<file path="config.mk">
export PLATFORM = sky130hd
export DESIGN_NAME = gsp_front
export DESIGN_NICKNAME = d
export VERILOG_FILES = /design/src/hdl/gsp_pkg.sv /design/src/hdl/gsp_front.sv
export SDC_FILE = /design/constraint.sdc
export NUM_CORES = 1
export LEC_CHECK = 0
export BUFFER_PORTS_ARGS = -buffer_cell sky130_fd_sc_hd__buf_2
export CORE_AREA = 2 2 88 90
export CTS_BUF_LIST = sky130_fd_sc_hd__clkbuf_4
export CTS_CLUSTER_SIZE = 40
export DETAILED_ROUTE_END_ITERATION = 6
export DIE_AREA = 0 0 90 92
export PLACE_DENSITY_LB_ADDON = 0.1
export REMOVE_ABC_BUFFERS = 1
export SLEW_MARGIN = 20
export SYNTH_ARGS = -nofsm -noshare
export SYNTH_HDL_FRONTEND = slang
export SYNTH_SLANG_ARGS = --single-unit
</file>
<file path="constraint.sdc">
create_clock -name clk -period 1.9 [get_ports clk]
set_input_delay 0.19 -clock clk [delete_from_list [all_inputs] [get_ports clk]]
set_output_delay 0.19 -clock clk [all_outputs]
set_load 0.02 [all_outputs]
</file>
<file path="src/hdl/gsp_pkg.sv">
`timescale 1ns / 1ps
package gsp_pkg;

  // work carried from the front part to the back part
  typedef enum logic [2:0] {
    OP_NONE     = 3'd0,
    OP_PRED_DIR = 3'd1,
    OP_PRED_TGT = 3'd2,
    OP_UPD_DIR  = 3'd3,
    OP_UPD_TGT  = 3'd4
  } op_t;

  typedef struct packed {
    op_t  op;
    logic taken;
  } cmd_t;

  // command queue between front and back
  localparam int QDEPTH = 4;
  localparam int QPTR_W = 2;

  // saturation limits of the signed 2-bit direction counters
  localparam logic [1:0] CNT_MAX = 2'b01;
  localparam logic [1:0] CNT_MIN = 2'b10;

  typedef enum logic [2:0] {
    ST_CLEAR = 3'b001,
    ST_ISSUE = 3'b010,
    ST_EXEC  = 3'b100
  } bstate_t;

endpackage

</file>
<file path="src/hdl/gsp_front.sv">
`timescale 1ns / 1ps
module gsp_front #(
  parameter int HB = 18
) (
  input  logic              clk,
  input  logic              rst_n,
  input  logic              cfg_wr_en,
  input  logic              cfg_wr_data,
  input  logic              in_valid,
  output logic              in_ready,
  input  logic              in_mode,
  input  logic [63:0]       in_pc,
  input  logic              in_is_conditional,
  input  logic              in_is_indirect,
  input  logic              in_is_branch,
  input  logic              in_taken,
  input  logic [63:0]       in_actual_target,
  input  logic              init_done,
  input  logic              q_full,
  output logic              q_push,
  output gsp_pkg::cmd_t     q_cmd,
  output logic [HB-1:0]     q_idx,
  output logic [63:0]       q_target
);
  import gsp_pkg::*;

  logic          mode_r, mode_nxt;
  logic [HB-1:0] fet_hist_r, fet_hist_nxt;
  logic [HB-1:0] ret_hist_r, ret_hist_nxt;
  logic [HB-1:0] hist_sel;
  logic [HB-1:0] hist_upd;
  logic          any_branch;
  logic          accept;

  assign in_ready = init_done && !q_full;
  assign accept   = in_valid && in_ready;

  assign any_branch = in_is_conditional || in_is_indirect || in_is_branch;
  assign hist_sel   = in_mode ? ret_hist_r : fet_hist_r;
  assign q_idx      = hist_sel ^ in_pc[HB-1:0];
  assign q_target   = in_actual_target;

  always_comb begin
    q_cmd.taken = in_taken;
    q_cmd.op    = OP_NONE;
    if (!mode_r && in_is_conditional) begin
      q_cmd.op = in_mode ? OP_UPD_DIR : OP_PRED_DIR;
    end else if (mode_r && in_is_indirect) begin
      q_cmd.op = in_mode ? OP_UPD_TGT : OP_PRED_TGT;
    end
  end

  assign q_push = accept && (q_cmd.op != OP_NONE);

  // conditional shifts in its outcome, any other branch a one
  always_comb begin
    hist_upd = hist_sel;
    if (in_is_conditional) begin
      hist_upd = {hist_sel[HB-2:0], in_taken};
    end else if (any_branch) begin
      hist_upd = {hist_sel[HB-2:0], 1'b1};
    end
  end

  always_comb begin
    mode_nxt     = cfg_wr_en ? cfg_wr_data : mode_r;
    fet_hist_nxt = fet_hist_r;
    ret_hist_nxt = ret_hist_r;
    if (accept && !in_mode) begin
      fet_hist_nxt = hist_upd;
    end
    if (accept && in_mode) begin
      ret_hist_nxt = hist_upd;
    end
  end

  always_ff @(posedge clk) begin
    if (!rst_n) begin
      mode_r     <= 1'b0;
      fet_hist_r <= '0;
      ret_hist_r <= '0;
    end else begin
      mode_r     <= mode_nxt;
      fet_hist_r <= fet_hist_nxt;
      ret_hist_r <= ret_hist_nxt;
    end
  end

endmodule

</file>
=== Yosys cells after proc, flatten, opt, wreduce, memory -nomap -nowiden ===
Cells that the tools add are included.

* Output and inout port bits: 88
* Logic and storage cells: 24
* Bits of input ports: 140
* Register bits after elaboration: 37

* Bitwise operators: 1
* Mux-type cells: 7
* Reduce and logical (&&, ||, !) cells: 13

{| class="wikitable"
|+ Operators by type and width
! cell !! count
|-
| $mux W18 || 3
|-
| $xor A18 B18 Y18 || 1
|-
| $mux W3 || 3
|-
| $logic_and A1 B1 Y1 || 7
|-
| $logic_not A1 Y1 || 3
|-
| $reduce_bool A3 Y1 || 1
|-
| $logic_or A1 B1 Y1 || 2
|-
| $mux W2 || 1
|}

=== Longest topological paths before layout ===
* Word-level depth: 5
* Depth in mapped cells: 6
* Depth with buffers taken out: 3

=== Least setup slack after synthesis ===
OpenSTA, ideal clock, no wires.

* Path type: in2reg
* Start: in in_mode
* End: reg ret_hist_r[13]
* Path buffers: 2
* Setup time: 0.117 ns
* Path slack: 0.556 ns
* Required time: 1.783 ns
* Arrival time: 1.227 ns
* Stages: 5
* Path through: buf_4 buf_2 mux2i_1 mux2i_1 a22o_1

* Cells in the longest elaborated chain, start to end: 3
* Elaborated cells between the ends (all ways): 4
* Those cells by class: 3 x mux; 1 x reduce/logical

{| class="wikitable"
|+ RTL lines
! item !! RTL line !! text
|-
| start: declaration || gsp_front.sv:11 || <nowiki>input logic in_mode,</nowiki>
|-
| $mux W18 || gsp_front.sv:39 || <nowiki>assign hist_sel = in_mode ? ret_hist_r : fet_hist_r;</nowiki>
|-
| $mux W18 || gsp_front.sv:60 || <nowiki>end else if (any_branch) begin</nowiki>
|-
| $mux W18 || gsp_front.sv:58 || <nowiki>if (in_is_conditional) begin</nowiki>
|-
| end signal: assignment || gsp_front.sv:85 || <nowiki>ret_hist_r <= ret_hist_nxt;</nowiki>
|-
| end: declaration || gsp_front.sv:29 || <nowiki>logic [HB-1:0] ret_hist_r, ret_hist_nxt;</nowiki>
|}

Several ways; a longest one is shown, not always the timed one.
A chain may end at the register's enable or synchronous reset.

=== Final worst setup path ===
* Start: reg ret_hist_r[15]
* End: out q_idx[15]

* Cells in the longest elaborated chain, start to end: 2

{| class="wikitable"
|+ RTL lines
! item !! RTL line !! text
|-
| $mux W18 || gsp_front.sv:39 ||
|-
| $xor A18 B18 Y18 || gsp_front.sv:40 || <nowiki>assign q_idx = hist_sel ^ in_pc[HB-1:0];</nowiki>
|-
| end: declaration || gsp_front.sv:22 || <nowiki>output logic [HB-1:0] q_idx,</nowiki>
|}

No other way between the ends.

==> results.md <==
- CTS tree: yes
- Static leakage: between 0.001 and 0.0015 µW
- Total wire length: 12.8 mm
- Slew HR: around three quarters
- Hold Crit Endpoint: mode_r
- Remaining DRCs: 0
- Seq. cell area: 741 µm²
- Worst-case reg-to-reg path depth: 3
- Post-synthesis instance area: ~2300 µm²
- Nets: between 300 and 400
- Worst Path Max Fanout: 3
- Detailed Place HPWL: between 10 and 15 mm
- GPL Wtd Cong: 0.946
- Routed via count: around 1600
- # setup viols final: 0
- Total CTS buffers: 5
- Die width: approximately 90 µm
- Longest Clk Path Bufs: 2
- Hold wc startpoint: cfg_wr_data
- Worst setup SP type: flip-flop
- Highest routed metal layer: met5
- Peak VDD IR: 0.270 mV
- Worst min-delay path category: in -> reg
- Die Y-Extent: between 90 and 100 µm
- FF-to-FF End: fet_hist_r[4]
- Global-route usage over all layers: just over 30%
- First-pass GRT wire length: between 15 and 20 mm
- Final instance area: 2300 µm²
- Footprint of the multi-input gates: 970 µm²
- Gr ovfl total: 0
- Power per cell area: between 700 and 800 nW/µm²
- EDFF count, synth: 0
- Most used DFF post-synth: dfxtp_1
- Input/output buffers: 53
- Register area share after synthesis: roughly a third
- Vias per cell: approximately 5.1
- Worst Setup End Kind: output port
- Synth top area cells: dfxtp_1 (33%), buf_4 (22%), mux2i_1 (16%), a22o_1 (13%), xnor2_1 (6.9%)
- Sink Count: 37
- Clock slew at reported path FFs: about 120 ps
- Iter 0 DRT Violations: between 80 and 90
- Final min period: approximately 1600 ps
- Clk Latency, worst-skew pair: approximately 360 ps
- Final Slew Violations: 0
- Placed Area: roughly 2200 µm²
- First drt pass iteration count: 4
- Area Overhead vs Synth: 0.989%
- Skew final: 11.1 ps
- Final worst-path cycle share: a little over 80%
- Quantity of gates resized following cts: 0
- Pre-CTS setup slack: ~360 ps
- Met2 WL: ~6.7 mm
- Reg-to-Reg Start: ret_hist_r[3]
- Vias in the first global route: roughly 1500
- Final ANT Viol Nets: 0
- I/O pins: about 230
- Min-Delay Path Depth: 3
- Critical path arrival: roughly 1400 ps
- Pin count of the biggest net entering global routing: 20
- Kind of critical path: reg -> out
- Full die area: 8280 µm²
- Syn Area/Cell: ~10 µm²
- Met3 WL: between 3 and 4 mm
- CTS Hold Bufs: 0
- Core Area: around 7400 µm²
- Dpl cells: between 300 and 400
- Met1 WL: ~2.5 mm
- FMAX: approximately 630 MHz
- Cell count after synthesis: 224
- Worst Max-Slew Pin Slew: approximately 380 ps
- Critical Path RT: around 1700 ps
- Initial antenna violation count: 1
- #FFs+latches synth: 37
- Wire per inst: approximately 40 µm
- Netlist cell types: 28
- # rows: 32
- CTS Root Cell: clkbuf_4
- Biggest area consumer among synthesized cells: dfxtp_1
- Post-synth ARST share: 0%
- Postcts setup bufs: 0
- Yosys warns: 0
- Status: complete, no violations
- RSZ-0062 raised after global routing: no
- Flop2flop setup slack: about 750 ps
- Layout Cells excl Fill: 321
- Synth top area share: 32.5%
- Filler instances: 799
- Layout cells sized above 1: between 30% and 40%
- Setup slack after layout: approximately 320 ps
- Setup TNS Final: 0 ps
- Initial Util: between 30% and 40%
- Max_cap viols: 0
- Final hold violation count: 0
- Htree depth: 2
==> metal layers <==
layer  GRT usage, %  vias to the layer above
li1               -                      709
met1           16.6                      700
met2           55.0                      205
met3           35.6                       19
met4           11.7                        2
met5           6.41                        -
==> power breakdown <==
part	switching (µW)	leakage (µW)	internal [µW]
clock network	294	0.0000552	407
registers	2.62	0.000298	778
logic	125	0.000726	89.4
total	422	0.00108	1280
==> worst max path at each step <==
stage                   startpoint            end  depth (start not counted)
floorplan           in_is_indirect  ret_hist_r[0]                          3
global placement           in_mode      q_idx[15]                          5
detailed placement         in_mode      q_idx[15]                          5
CTS                 ret_hist_r[15]      q_idx[15]                          3
global route        ret_hist_r[15]      q_idx[15]                          3
finish              ret_hist_r[15]      q_idx[15]                          3
==> cells by family (layout without fill, tap and decap cells) <==
family / count (synthesis) / count (layout) / share of synthesized area (%)
buf+inv: 77 / 71 / 24.9
compound gates: 40 / 40 / 15.0
flops: 37 / 37 / 32.5
mux: 36 / 36 / 15.8
xor+xnor: 18 / 18 / 6.92
simple gates: 16 / 16 / 4.83
other cells: 0 / 1 / 0
==> Yosys cell counts (2+ instances only) <==
| library cell | n |
|---|---|
| inv_1 | 2 |
| nor3_2 | 2 |
| buf_2 | 6 |
| buf_4 | 66 |
| nor2b_1 | 3 |
| nor2_1 | 2 |
| xnor2_1 | 18 |
| dfxtp_1 | 37 |
| mux2i_1 | 36 |
| a22o_1 | 34 |
==> registers in the layout, indices dropped and copies added (netlist names) <==
name and flops:
fet_hist_r 18, ret_hist_r 18, mode_r 1
==> final cells by class <==
type / count / area share (%)
diodes: 1 / 0.109
clock buffers: 5 / 1.63
clock inverters: 3 / 2.83
inverters: 2 / 0.326
multi-input cells: 110 / 42.1
flip-flops and latches: 37 / 32.2
well taps: 102 / 5.55
repair buffers: 61 / 15.2
==> stage by stage <==
step                utilization (%)  total power (µW)  hold WS (ps)
finish                         30.9              1700          69.4
global route                   30.9              1760          81.4
global placement               29.5              1010           382
detailed placement             29.5              1010           382
CTS                            30.9              1710          73.3
floorplan                         -               899           337
==> worst max-delay path, stage by stage (launching register included) <==
cell and delay, ps:
dfxtp_1 340, mux2i_1 300, xnor2_1 190, buf_2 200
==> layout by cell type (no fill, tap or decap) <==
master,synthesis,routed
a22o_1,34,34
nand2_1,1,1
or3_1,1,1
diode_2,0,1
a31oi_1,1,1
clkbuf_4,0,5
dfxtp_1,37,37
nand2b_1,1,1
and2_1,1,1
buf_2,6,53
xnor2_1,18,18
buf_4,66,6
mux2i_1,36,36
nand4b_1,1,1
nand3_1,1,1
inv_1,2,2
bufinv_16,0,2
o221a_2,1,1
a21oi_1,1,1
o31a_1,1,1
buf_12,1,2
nor3_2,2,2
clkinv_2,0,1
nor2_1,2,2
o21a_1,1,1
nor2b_1,3,3
nand3b_1,1,1
and3_2,1,1
o21ai_0,1,1
nor3b_2,1,1
Note: power is estimated with default switching activity, not from simulation.
