### config.mk
export PLATFORM = sky130hd
export DESIGN_NAME = gsp_queue
export DESIGN_NICKNAME = d
export VERILOG_FILES = /design/src/hdl/gsp_pkg.sv /design/src/hdl/gsp_queue.sv
export SDC_FILE = /design/constraint.sdc
export NUM_CORES = 1
export LEC_CHECK = 0
export BUFFER_PORTS_ARGS = -buffer_cell sky130_fd_sc_hd__clkbuf_2
export CAP_MARGIN = 10
export CORE_MARGIN = 2
export CORE_UTILIZATION = 59
export DETAILED_ROUTE_END_ITERATION = 8
export PLACE_DENSITY = 0.79
export REMOVE_ABC_BUFFERS = 1
export SYNTH_ARGS = -nofsm -noshare
export SYNTH_HDL_FRONTEND = slang
export SYNTH_SLANG_ARGS = --single-unit
### constraint.sdc
create_clock -name clk -period 3.6 [get_ports clk]
set_input_delay 0.36 -clock clk [delete_from_list [all_inputs] [get_ports clk]]
set_output_delay 0.36 -clock clk [all_outputs]
set_load 0.01 [all_outputs]
### src/hdl/gsp_pkg.sv
`timescale 1ns / 1ps
package gsp_pkg;

  // work carried from the front part to the back part
  typedef enum logic [2:0] {
    OP_NONE     = 3'd0,
    OP_PRED_DIR = 3'd1,
    OP_PRED_TGT = 3'd2,
    OP_UPD_DIR  = 3'd3,
    OP_UPD_TGT  = 3'd4
  } op_t;

  typedef struct packed {
    op_t  op;
    logic taken;
  } cmd_t;

  // command queue between front and back
  localparam int QDEPTH = 4;
  localparam int QPTR_W = 2;

  // saturation limits of the signed 2-bit direction counters
  localparam logic [1:0] CNT_MAX = 2'b01;
  localparam logic [1:0] CNT_MIN = 2'b10;

  typedef enum logic [2:0] {
    ST_CLEAR = 3'b001,
    ST_ISSUE = 3'b010,
    ST_EXEC  = 3'b100
  } bstate_t;

endpackage

### src/hdl/gsp_queue.sv
`timescale 1ns / 1ps
module gsp_queue #(
  parameter int W = 8
) (
  input  logic         clk,
  input  logic         rst_n,
  input  logic         push,
  input  logic [W-1:0] wdata,
  input  logic         pop,
  output logic [W-1:0] rdata,
  output logic         full,
  output logic         empty
);
  import gsp_pkg::*;

  logic [W-1:0]      mem_r [QDEPTH];
  logic [QPTR_W-1:0] wr_ptr_r, wr_ptr_nxt;
  logic [QPTR_W-1:0] rd_ptr_r, rd_ptr_nxt;
  logic [QPTR_W:0]   count_r, count_nxt;

  assign full  = (count_r == (QPTR_W+1)'(QDEPTH));
  assign empty = (count_r == '0);
  assign rdata = mem_r[rd_ptr_r];

  always_comb begin
    wr_ptr_nxt = push ? wr_ptr_r + 1'b1 : wr_ptr_r;
    rd_ptr_nxt = pop ? rd_ptr_r + 1'b1 : rd_ptr_r;
    count_nxt  = count_r;
    if (push && !pop) begin
      count_nxt = count_r + 1'b1;
    end else if (pop && !push) begin
      count_nxt = count_r - 1'b1;
    end
  end

  always_ff @(posedge clk) begin
    if (!rst_n) begin
      wr_ptr_r <= '0;
      rd_ptr_r <= '0;
      count_r  <= '0;
    end else begin
      wr_ptr_r <= wr_ptr_nxt;
      rd_ptr_r <= rd_ptr_nxt;
      count_r  <= count_nxt;
    end
  end

  always_ff @(posedge clk) begin
    if (push) begin
      mem_r[wr_ptr_r] <= wdata;
    end
  end

`ifndef SYNTHESIS
  a_no_overflow: assert property (@(posedge clk) disable iff (!rst_n)
    push |-> !full)
    else $error("queue written while full");
  a_no_underflow: assert property (@(posedge clk) disable iff (!rst_n)
    pop |-> !empty)
    else $error("queue read while empty");
`endif

endmodule

# Yosys cells after proc, flatten, opt, wreduce, memory -nomap -nowiden
# Memories as Yosys holds them, arrays and structs flattened. A register that Yosys moved wholly into a read port is not among the register bits.
# Index checks and enable logic that the tools add are counted.
# totals
output_inout_bits	10
ram_bits	32
reg_bits	7
input_bits	12
mem_count	1
elab_cells	21
# op_classes
reduce_logical	6
mux	6
eq_ne	1
addsub	4
# mem_list
memory	words	width	read_ports	rd_ports_with_merged_regs	wr	line	rtl
mem_r	4	8	1	1	1	gsp_queue.sv:16	logic [W-1:0] mem_r [QDEPTH];
# ops
cell	n
3-bit two-way mux	2
2-bit by 1-bit adder with 2-bit output, second input constant	2
2-bit two-way mux	2
3-bit by 1-bit adder with 3-bit output, second input constant	1
3-bit equality test, second input constant	1
3-bit logical NOT	1
3-bit by 1-bit subtractor with 3-bit output, second input constant	1
1-bit logical AND	2
1-bit logical NOT	2
1-bit two-way mux	2
2-bit nonzero test	1

# Depth between registers and ports, before layout
# Gate-level depths: netlist (run 1).
# depth
ltp_word	4
mapped_depth	7
depth_no_buf	7

# Worst setup path after synthesis (run 1)
# No wires, ideal clock.
# synth_timing
path_kind	input-to-reg
from	in pop
to	reg count_r[2]
n_path_buf	0
path_slack_ps	1980
cell_stages	7
arrival_time_ps	1550
setup_time_ps	70
t_required_ps	3530
cell_sequence	inv_1 > ha_1 > inv_1 > fa_1 > xor2_1 > or3_1 > a21boi_1
# synth_between
elab_chain_cells	3
word_cells_on_any_way	5
classes_between	mux (1); reduce/logical (4)
# synth_lines
item	line	rtl
from (decl)	gsp_queue.sv:9	input logic pop,
1-bit logical NOT	gsp_queue.sv:29	if (push && !pop) begin
1-bit logical AND	gsp_queue.sv:29	
3-bit two-way mux / 2-bit nonzero test (equally long branches)	--	
to (signal assigned)	gsp_queue.sv:44	count_r <= count_nxt;
to (decl)	gsp_queue.sv:19	logic [QPTR_W:0] count_r, count_nxt;
# Parallel ways exist; a longest one is shown, timed or not.
# A chain may end at the register's enable or synchronous reset.

==> results of run 1 <==
-- cells in the mapped netlist --
| cell type | number |
|---|---|
| or3_1 | 1 |
| mux4_2 | 8 |
| nor2b_1 | 2 |
| xnor2_1 | 2 |
| ha_1 | 5 |
| nor3b_1 | 1 |
| o21ai_0 | 1 |
| nand2_1 | 1 |
| xor2_1 | 3 |
| fa_1 | 1 |
| edfxtp_1 | 32 |
| inv_1 | 4 |
| buf_6 | 1 |
| dfxtp_1 | 9 |
| mux2i_1 | 2 |
| and2_1 | 9 |
| nor3_1 | 1 |
| clkbuf_2 | 1 |
| a21boi_1 | 1 |
-- critical path: stages, from the launching register on --
cell      delay [ps]
dfxtp_1          680
mux4_2           570
clkbuf_2         140
-- flip-flops by register name (all words and copies together), names as in the netlist, named ones only --
signal / flops
count_r: 3
wr_ptr_r: 2
rd_ptr_r: 2
mem_r: 32
-- report_power, final --
group / internal (mW) / total [mW] / switching (mW) / leakage, nW
clock network: 0.0779 / 0.212 / 0.134 / 0.0265
logic: 0.0607 / 0.115 / 0.0539 / 0.260
registers: 0.540 / 0.562 / 0.0221 / 0.368
total: 0.679 / 0.889 / 0.210 / 0.655
-- kinds of logic (layout without fill, tap and decap cells) --
| kind of cell | count (synthesis) | in the layout | synth area share [%] |
|---|---|---|---|
| compound gates | 2 | 2 | 0.781 |
| xor+xnor | 5 | 5 | 2.73 |
| fa+ha+maj | 6 | 6 | 5.15 |
| buf+inv | 6 | 33 | 1.95 |
| flops | 41 | 41 | 71.2 |
| mux | 10 | 10 | 12.5 |
| simple gates | 15 | 15 | 5.70 |
-- per-layer routing --
metal	vias up	global-route usage, %
met4	0	12.2
met1	387	18.9
met3	5	5.81
met5	-	0
li1	372	-
met2	17	27.6
-- metrics by stage --
stage,cells,worst slack [ps]
floorplan,83,1980
global placement,134,1820
detailed placement,134,1750
CTS,142,1430
global route,142,1350
finish,142,1510
-- path summary, 6_finish.rpt --
kind                                  from     endpoint  slack [ps]  depth (start not counted)
worst min-delay path              wdata[3]  mem_r[1][3]         230                          1
worst min register to register  count_r[2]   count_r[2]         500                          2
worst max-delay path             flip-flop     rdata[0]        1510                          2
worst max register to register  count_r[0]   count_r[2]        2100                          4
-- area by class of cell --
class,instances,share of cell area [%]
Clock buffer,8,2.74
Inverter,4,0.844
Multi-Input combinational cell,38,24.2
Sequential cell,41,64.2
Tap cell,30,2.11
Timing Repair Buffer,21,5.91
==> impl_metrics.py, run 1 <==
metrics = {
    "clock_network": {
        "clk_latency_ps": 340,
        "cts.repair.resized": 0,
        "cts_made_buffers": 5,
        "clk_root_buffer_cell": "clkbuf_4",
        "cts_tree": "built",
        "h-tree-depth": 2,
        "holdBufCountCts": 0,
        "cts_sinks": 41,
        "post_cts_buffers": 0,
        "cts_buffer_depth": 2,
        "clkTransAtPathRegs_ps": 110,
    },
    "placed_design": {
        "placed_area_um2": 1730,
        "io_buffers": 21,
        "hpwl_um": 1540,
        "place_congestion": 0.650,
    },
    "sta": {
        "fin_tns_setup_ps": 0,
        "setup_violations": 0,
        "slew_viol_final": 0,
        "holdWs_ps": 232,
        "tightest_slew_ps": 538,
        "fin_crit_ps": 2090,
        "period_share_pct": 58.1,
        "rsz0062_at_grt": "no",
        "fin_skew_ps": 8.41,
        "max_freq_mhz": 478,
        "finalHoldViolations": 0,
        "max_slew_margin_pct": 64.1,
    },
    "logic_synthesis": {
        "synth_area_um2": 1600,
        "synth.distinct_cells": 19,
        "synth_cells": 85,
        "yosys_warnings": 0,
        "ys_ff_latch": 41,
        "synth.area.top_cells": "edfxtp_1, dfxtp_1, mux4_2",
        "yosysTopAreaCell": "edfxtp_1",
        "synth_top_area_share_pct": 60.0,
        "yosysSeqAreaShare_pct": 71.2,
        "syn_avg_cell_area_um2": 18.9,
    },
    "final_layout": {
        "final_cell_mix": "edfxtp_1, clkbuf_2, and2_1, dfxtp_1, mux4_2",
        "fin_util_pct": 70.5,
        "final_common_cell": "edfxtp_1",
        "antenna-diode-count": 0,
        "fin_area_um2": 1780,
        "fillers": 177,
        "area_delta_synth_final_pct": 10.9,
        "nNetsFinal": 129,
        "ff_latch_area_um2": 1140,
        "drive_gt1_share_pct": 30.4,
        "multi_input_area_um2": 430,
    },
    "routing": {
        "drt_pass1_iterations": 4,
        "drc": 0,
        "top_layer": "met4",
        "final_antenna_net_count": 0,
        "drt_iter0_markers": 18,
        "met2_length_um": 1220,
        "wl_met3_um": 109,
        "vias_per_cell": 5.50,
        "route.layer.met1.wl_um": 902,
        "wire_per_inst_um": 16.2,
        "vias": 781,
        "wl_um": 2300,
    },
    "global_routing": {
        "grt_pass1_vias": 792,
        "track_usage_pct": 17.2,
        "grt_antenna_before_repair": 0,
        "grt_pass1_wl_um": 3760,
        "grt-ovfl-total": 0,
        "grt_max_degree": 12,
    },
    "worst_setup_path": {
        "crit_fanout": 8,
        "crit_type": "flip-flop to output port",
        "cp.required_ps": 3240,
        "crit_arrival_ps": 1730,
        "startpoint_type": "flip-flop",
        "cp-end-kind": "output port",
    },
    "floorplan": {
        "start_util_pct": 63.5,
        "core_area_um2": 2520,
        "io_pins": 22,
        "die-area_um2": 3150,
        "num_rows": 18,
        "die_h_um": 56.1,
        "die_width_um": 56.1,
    },
    "status": {
        "status": "complete, no violations",
    },
    "run": {
        "drv_cap": 0,
    },
    "power_and_ir_drop": {
        "vdd_drop_max_mv": 0.411,
        "power.total_mw": 0.889,
        "p_leak_nw": 0.655,
        "cellPowerDensity_nw_per_um2": 500,
    },
    "min_path": {
        "hold_class": "primary input to flip-flop",
    },
}
(Power assumes the default switching activity.)
==> inputs of run 2 (changes only) <==
--- a/config.mk
+++ b/config.mk
@@ -8,9 +8,9 @@
 export BUFFER_PORTS_ARGS = -buffer_cell sky130_fd_sc_hd__clkbuf_2
 export CAP_MARGIN = 10
 export CORE_MARGIN = 2
-export CORE_UTILIZATION = 59
+export CORE_UTILIZATION = 50
 export DETAILED_ROUTE_END_ITERATION = 8
-export PLACE_DENSITY = 0.79
+export PLACE_DENSITY = 0.71
 export REMOVE_ABC_BUFFERS = 1
 export SYNTH_ARGS = -nofsm -noshare
 export SYNTH_HDL_FRONTEND = slang
==> constraint.sdc (replaced) <==
create_clock -name clk -period 1.9 [get_ports clk]
set_input_delay 0.19 -clock clk [delete_from_list [all_inputs] [get_ports clk]]
set_output_delay 0.19 -clock clk [all_outputs]
set_load 0.01 [all_outputs]
==> run 2 against run 1 <==
Net effect:
- non-clock buffer count increased by 1
- first-iteration DRC count increased by 11%
- cell area rose by 1.5%
- via count is 0.26% higher
- power increased by 90%
- largest cell class unchanged
- clock-buffer cell count is 2 lower
- cell count is 11% higher
- combinational power grew 97%
- clock power increased by 91%
- core utilization down 11 points
- sequential share of layout area decreased by 0.98 points
==> impl_metrics.py, run 2 (synthesized netlist as in run 1, its figures left out) <==
metrics = {
    "sta": {
        "rsz0062_at_grt": "no",
        "finalHoldViolations": 0,
        "max_slew_margin_pct": 70.0,
        "period_share_pct": 91.4,
        "max_freq_mhz": 576,
        "tightest_slew_ps": 451,
        "holdWs_ps": 65.8,
        "fin_skew_ps": 9.40,
        "slew_viol_final": 0,
        "setup_violations": 0,
        "fin_tns_setup_ps": 0,
        "fin_crit_ps": 1740,
    },
    "placed_design": {
        "place_congestion": 0.657,
        "io_buffers": 21,
        "placed_area_um2": 1750,
        "hpwl_um": 1650,
    },
    "routing": {
        "vias_per_cell": 4.99,
        "final_antenna_net_count": 0,
        "drc": 0,
        "wl_um": 2370,
        "drt_iter0_markers": 20,
        "vias": 783,
        "drt_pass1_iterations": 4,
        "wire_per_inst_um": 15.1,
    },
    "final_layout": {
        "ff_latch_area_um2": 1140,
        "nNetsFinal": 130,
        "antenna-diode-count": 0,
        "largest_reg_flops": 32,
        "top_regs": "mem_r (32), count_r (3)",
        "regMostFlops": "mem_r",
        "final_common_cell": "edfxtp_1",
        "fillers": 257,
        "area_delta_synth_final_pct": 12.6,
        "drive_gt1_share_pct": 32.7,
        "final_cell_mix": "edfxtp_1, clkbuf_2, and2_1, dfxtp_1, mux4_2",
        "fin_area_um2": 1810,
        "multi_input_area_um2": 430,
    },
    "power_and_ir_drop": {
        "power.total_mw": 1.69,
        "vdd_drop_max_mv": 0.532,
        "cellPowerDensity_nw_per_um2": 935,
        "p_leak_nw": 0.665,
    },
    "min_path": {
        "holdCritStartpoint": "wdata[2]",
        "hold_class": "primary input to flip-flop",
        "min_to": "mem_r[0][2]",
        "min_path_cells": 1,
    },
    "clock_network": {
        "holdBufCountCts": 0,
        "cts.repair.resized": 0,
        "cts_tree": "built",
        "cts_buffer_depth": 2,
        "cts_made_buffers": 5,
        "clk_latency_ps": 340,
        "cts_sinks": 41,
        "post_cts_buffers": 0,
        "h-tree-depth": 2,
        "clkTransAtPathRegs_ps": 110,
        "clk_root_buffer_cell": "clkbuf_4",
    },
    "global_routing": {
        "track_usage_pct": 15.8,
        "grt_pass1_vias": 777,
        "grt-ovfl-total": 0,
        "grt_max_degree": 13,
        "grt_pass1_wl_um": 3790,
        "grt_antenna_before_repair": 0,
    },
    "floorplan": {
        "start_util_pct": 52.5,
        "die_h_um": 60.6,
        "die_width_um": 60.6,
        "die-area_um2": 3670,
        "io_pins": 22,
        "num_rows": 20,
        "core_area_um2": 3050,
    },
    "worst_setup_path": {
        "worstReg2RegEnd": "count_r[2]",
        "r2r_slack_ps": 430,
        "r2r_cells": 4,
        "rr_startpoint": "count_r[0]",
        "crit_type": "flip-flop to output port",
        "cp.required_ps": 1710,
        "crit_arrival_ps": 1550,
        "crit_fanout": 8,
        "max_stage_delay_ps": 530,
        "startpoint_type": "flip-flop",
        "slowest_stage": "mux4_2",
        "cp_cell_sequence": "buf_4, mux4_2, clkbuf_2",
        "cp-end-kind": "output port",
    },
    "run": {
        "drv_cap": 0,
    },
    "status": {
        "status": "complete, no violations",
    },
}
## run 2: cell types whose count changed in the layout (fill, tap and decap cells not counted)
cell | previous run | this run
buf_4 | 0 | 1
clkinv_2 | 0 | 2
clkbuf_1 | 3 | 1
## run 2: power by group
part / internal (mW) / switching (mW) / total, mW
Combinational: 0.116 / 0.111 / 0.227
Sequential: 1.02 / 0.0331 / 1.06
Clock: 0.141 / 0.263 / 0.404
## run 2: per-stage QoR
stage	std cells	util, %	worst slack, ps
final	157	59.1	164
after global routing	157	59.1	68.9
after CTS	157	59.1	112
after detailed placement	149	57.5	228
after global placement	149	57.5	279
after floorplan	83	-	450
## run 2: worst max-delay path by stage
stage | from | end | slack [ps] | depth (start not counted)
3_5_place_dp | push | count_r[2] | 230 | 7
4_1_cts | flip-flop | rdata[7] | 110 | 3
6_report | flip-flop | rdata[7] | 160 | 3
3_3_place_gp | push | count_r[2] | 280 | 7
5_1_grt | flip-flop | rdata[7] | 70 | 3
2_1_floorplan | pop | count_r[2] | 450 | 7
## run 2: routing by layer
metal  GRT usage [%]  vias up  share of wire [%]
met5               0        -                  0
met4            7.45        0                2.4
met3            6.40        6                3.6
li1                -      373                  -
met1            19.8      386                 43
met2            24.1       18                 51
## run 2: cell type report
type	count	area share [%]
clock buffers	6	2.29
clock inverters	2	0.554
inverters	4	0.832
multi-input cells	38	23.8
flip-flops and latches	41	63.2
well taps	44	3.05
repair buffers	22	6.24
## run 2: critical path: cells and delay by family, from the launching register on
kind / cells / cell delay (ps)
muxes: 1 / 530
buffers and inverters: 2 / 340
DFF: 1 / 320
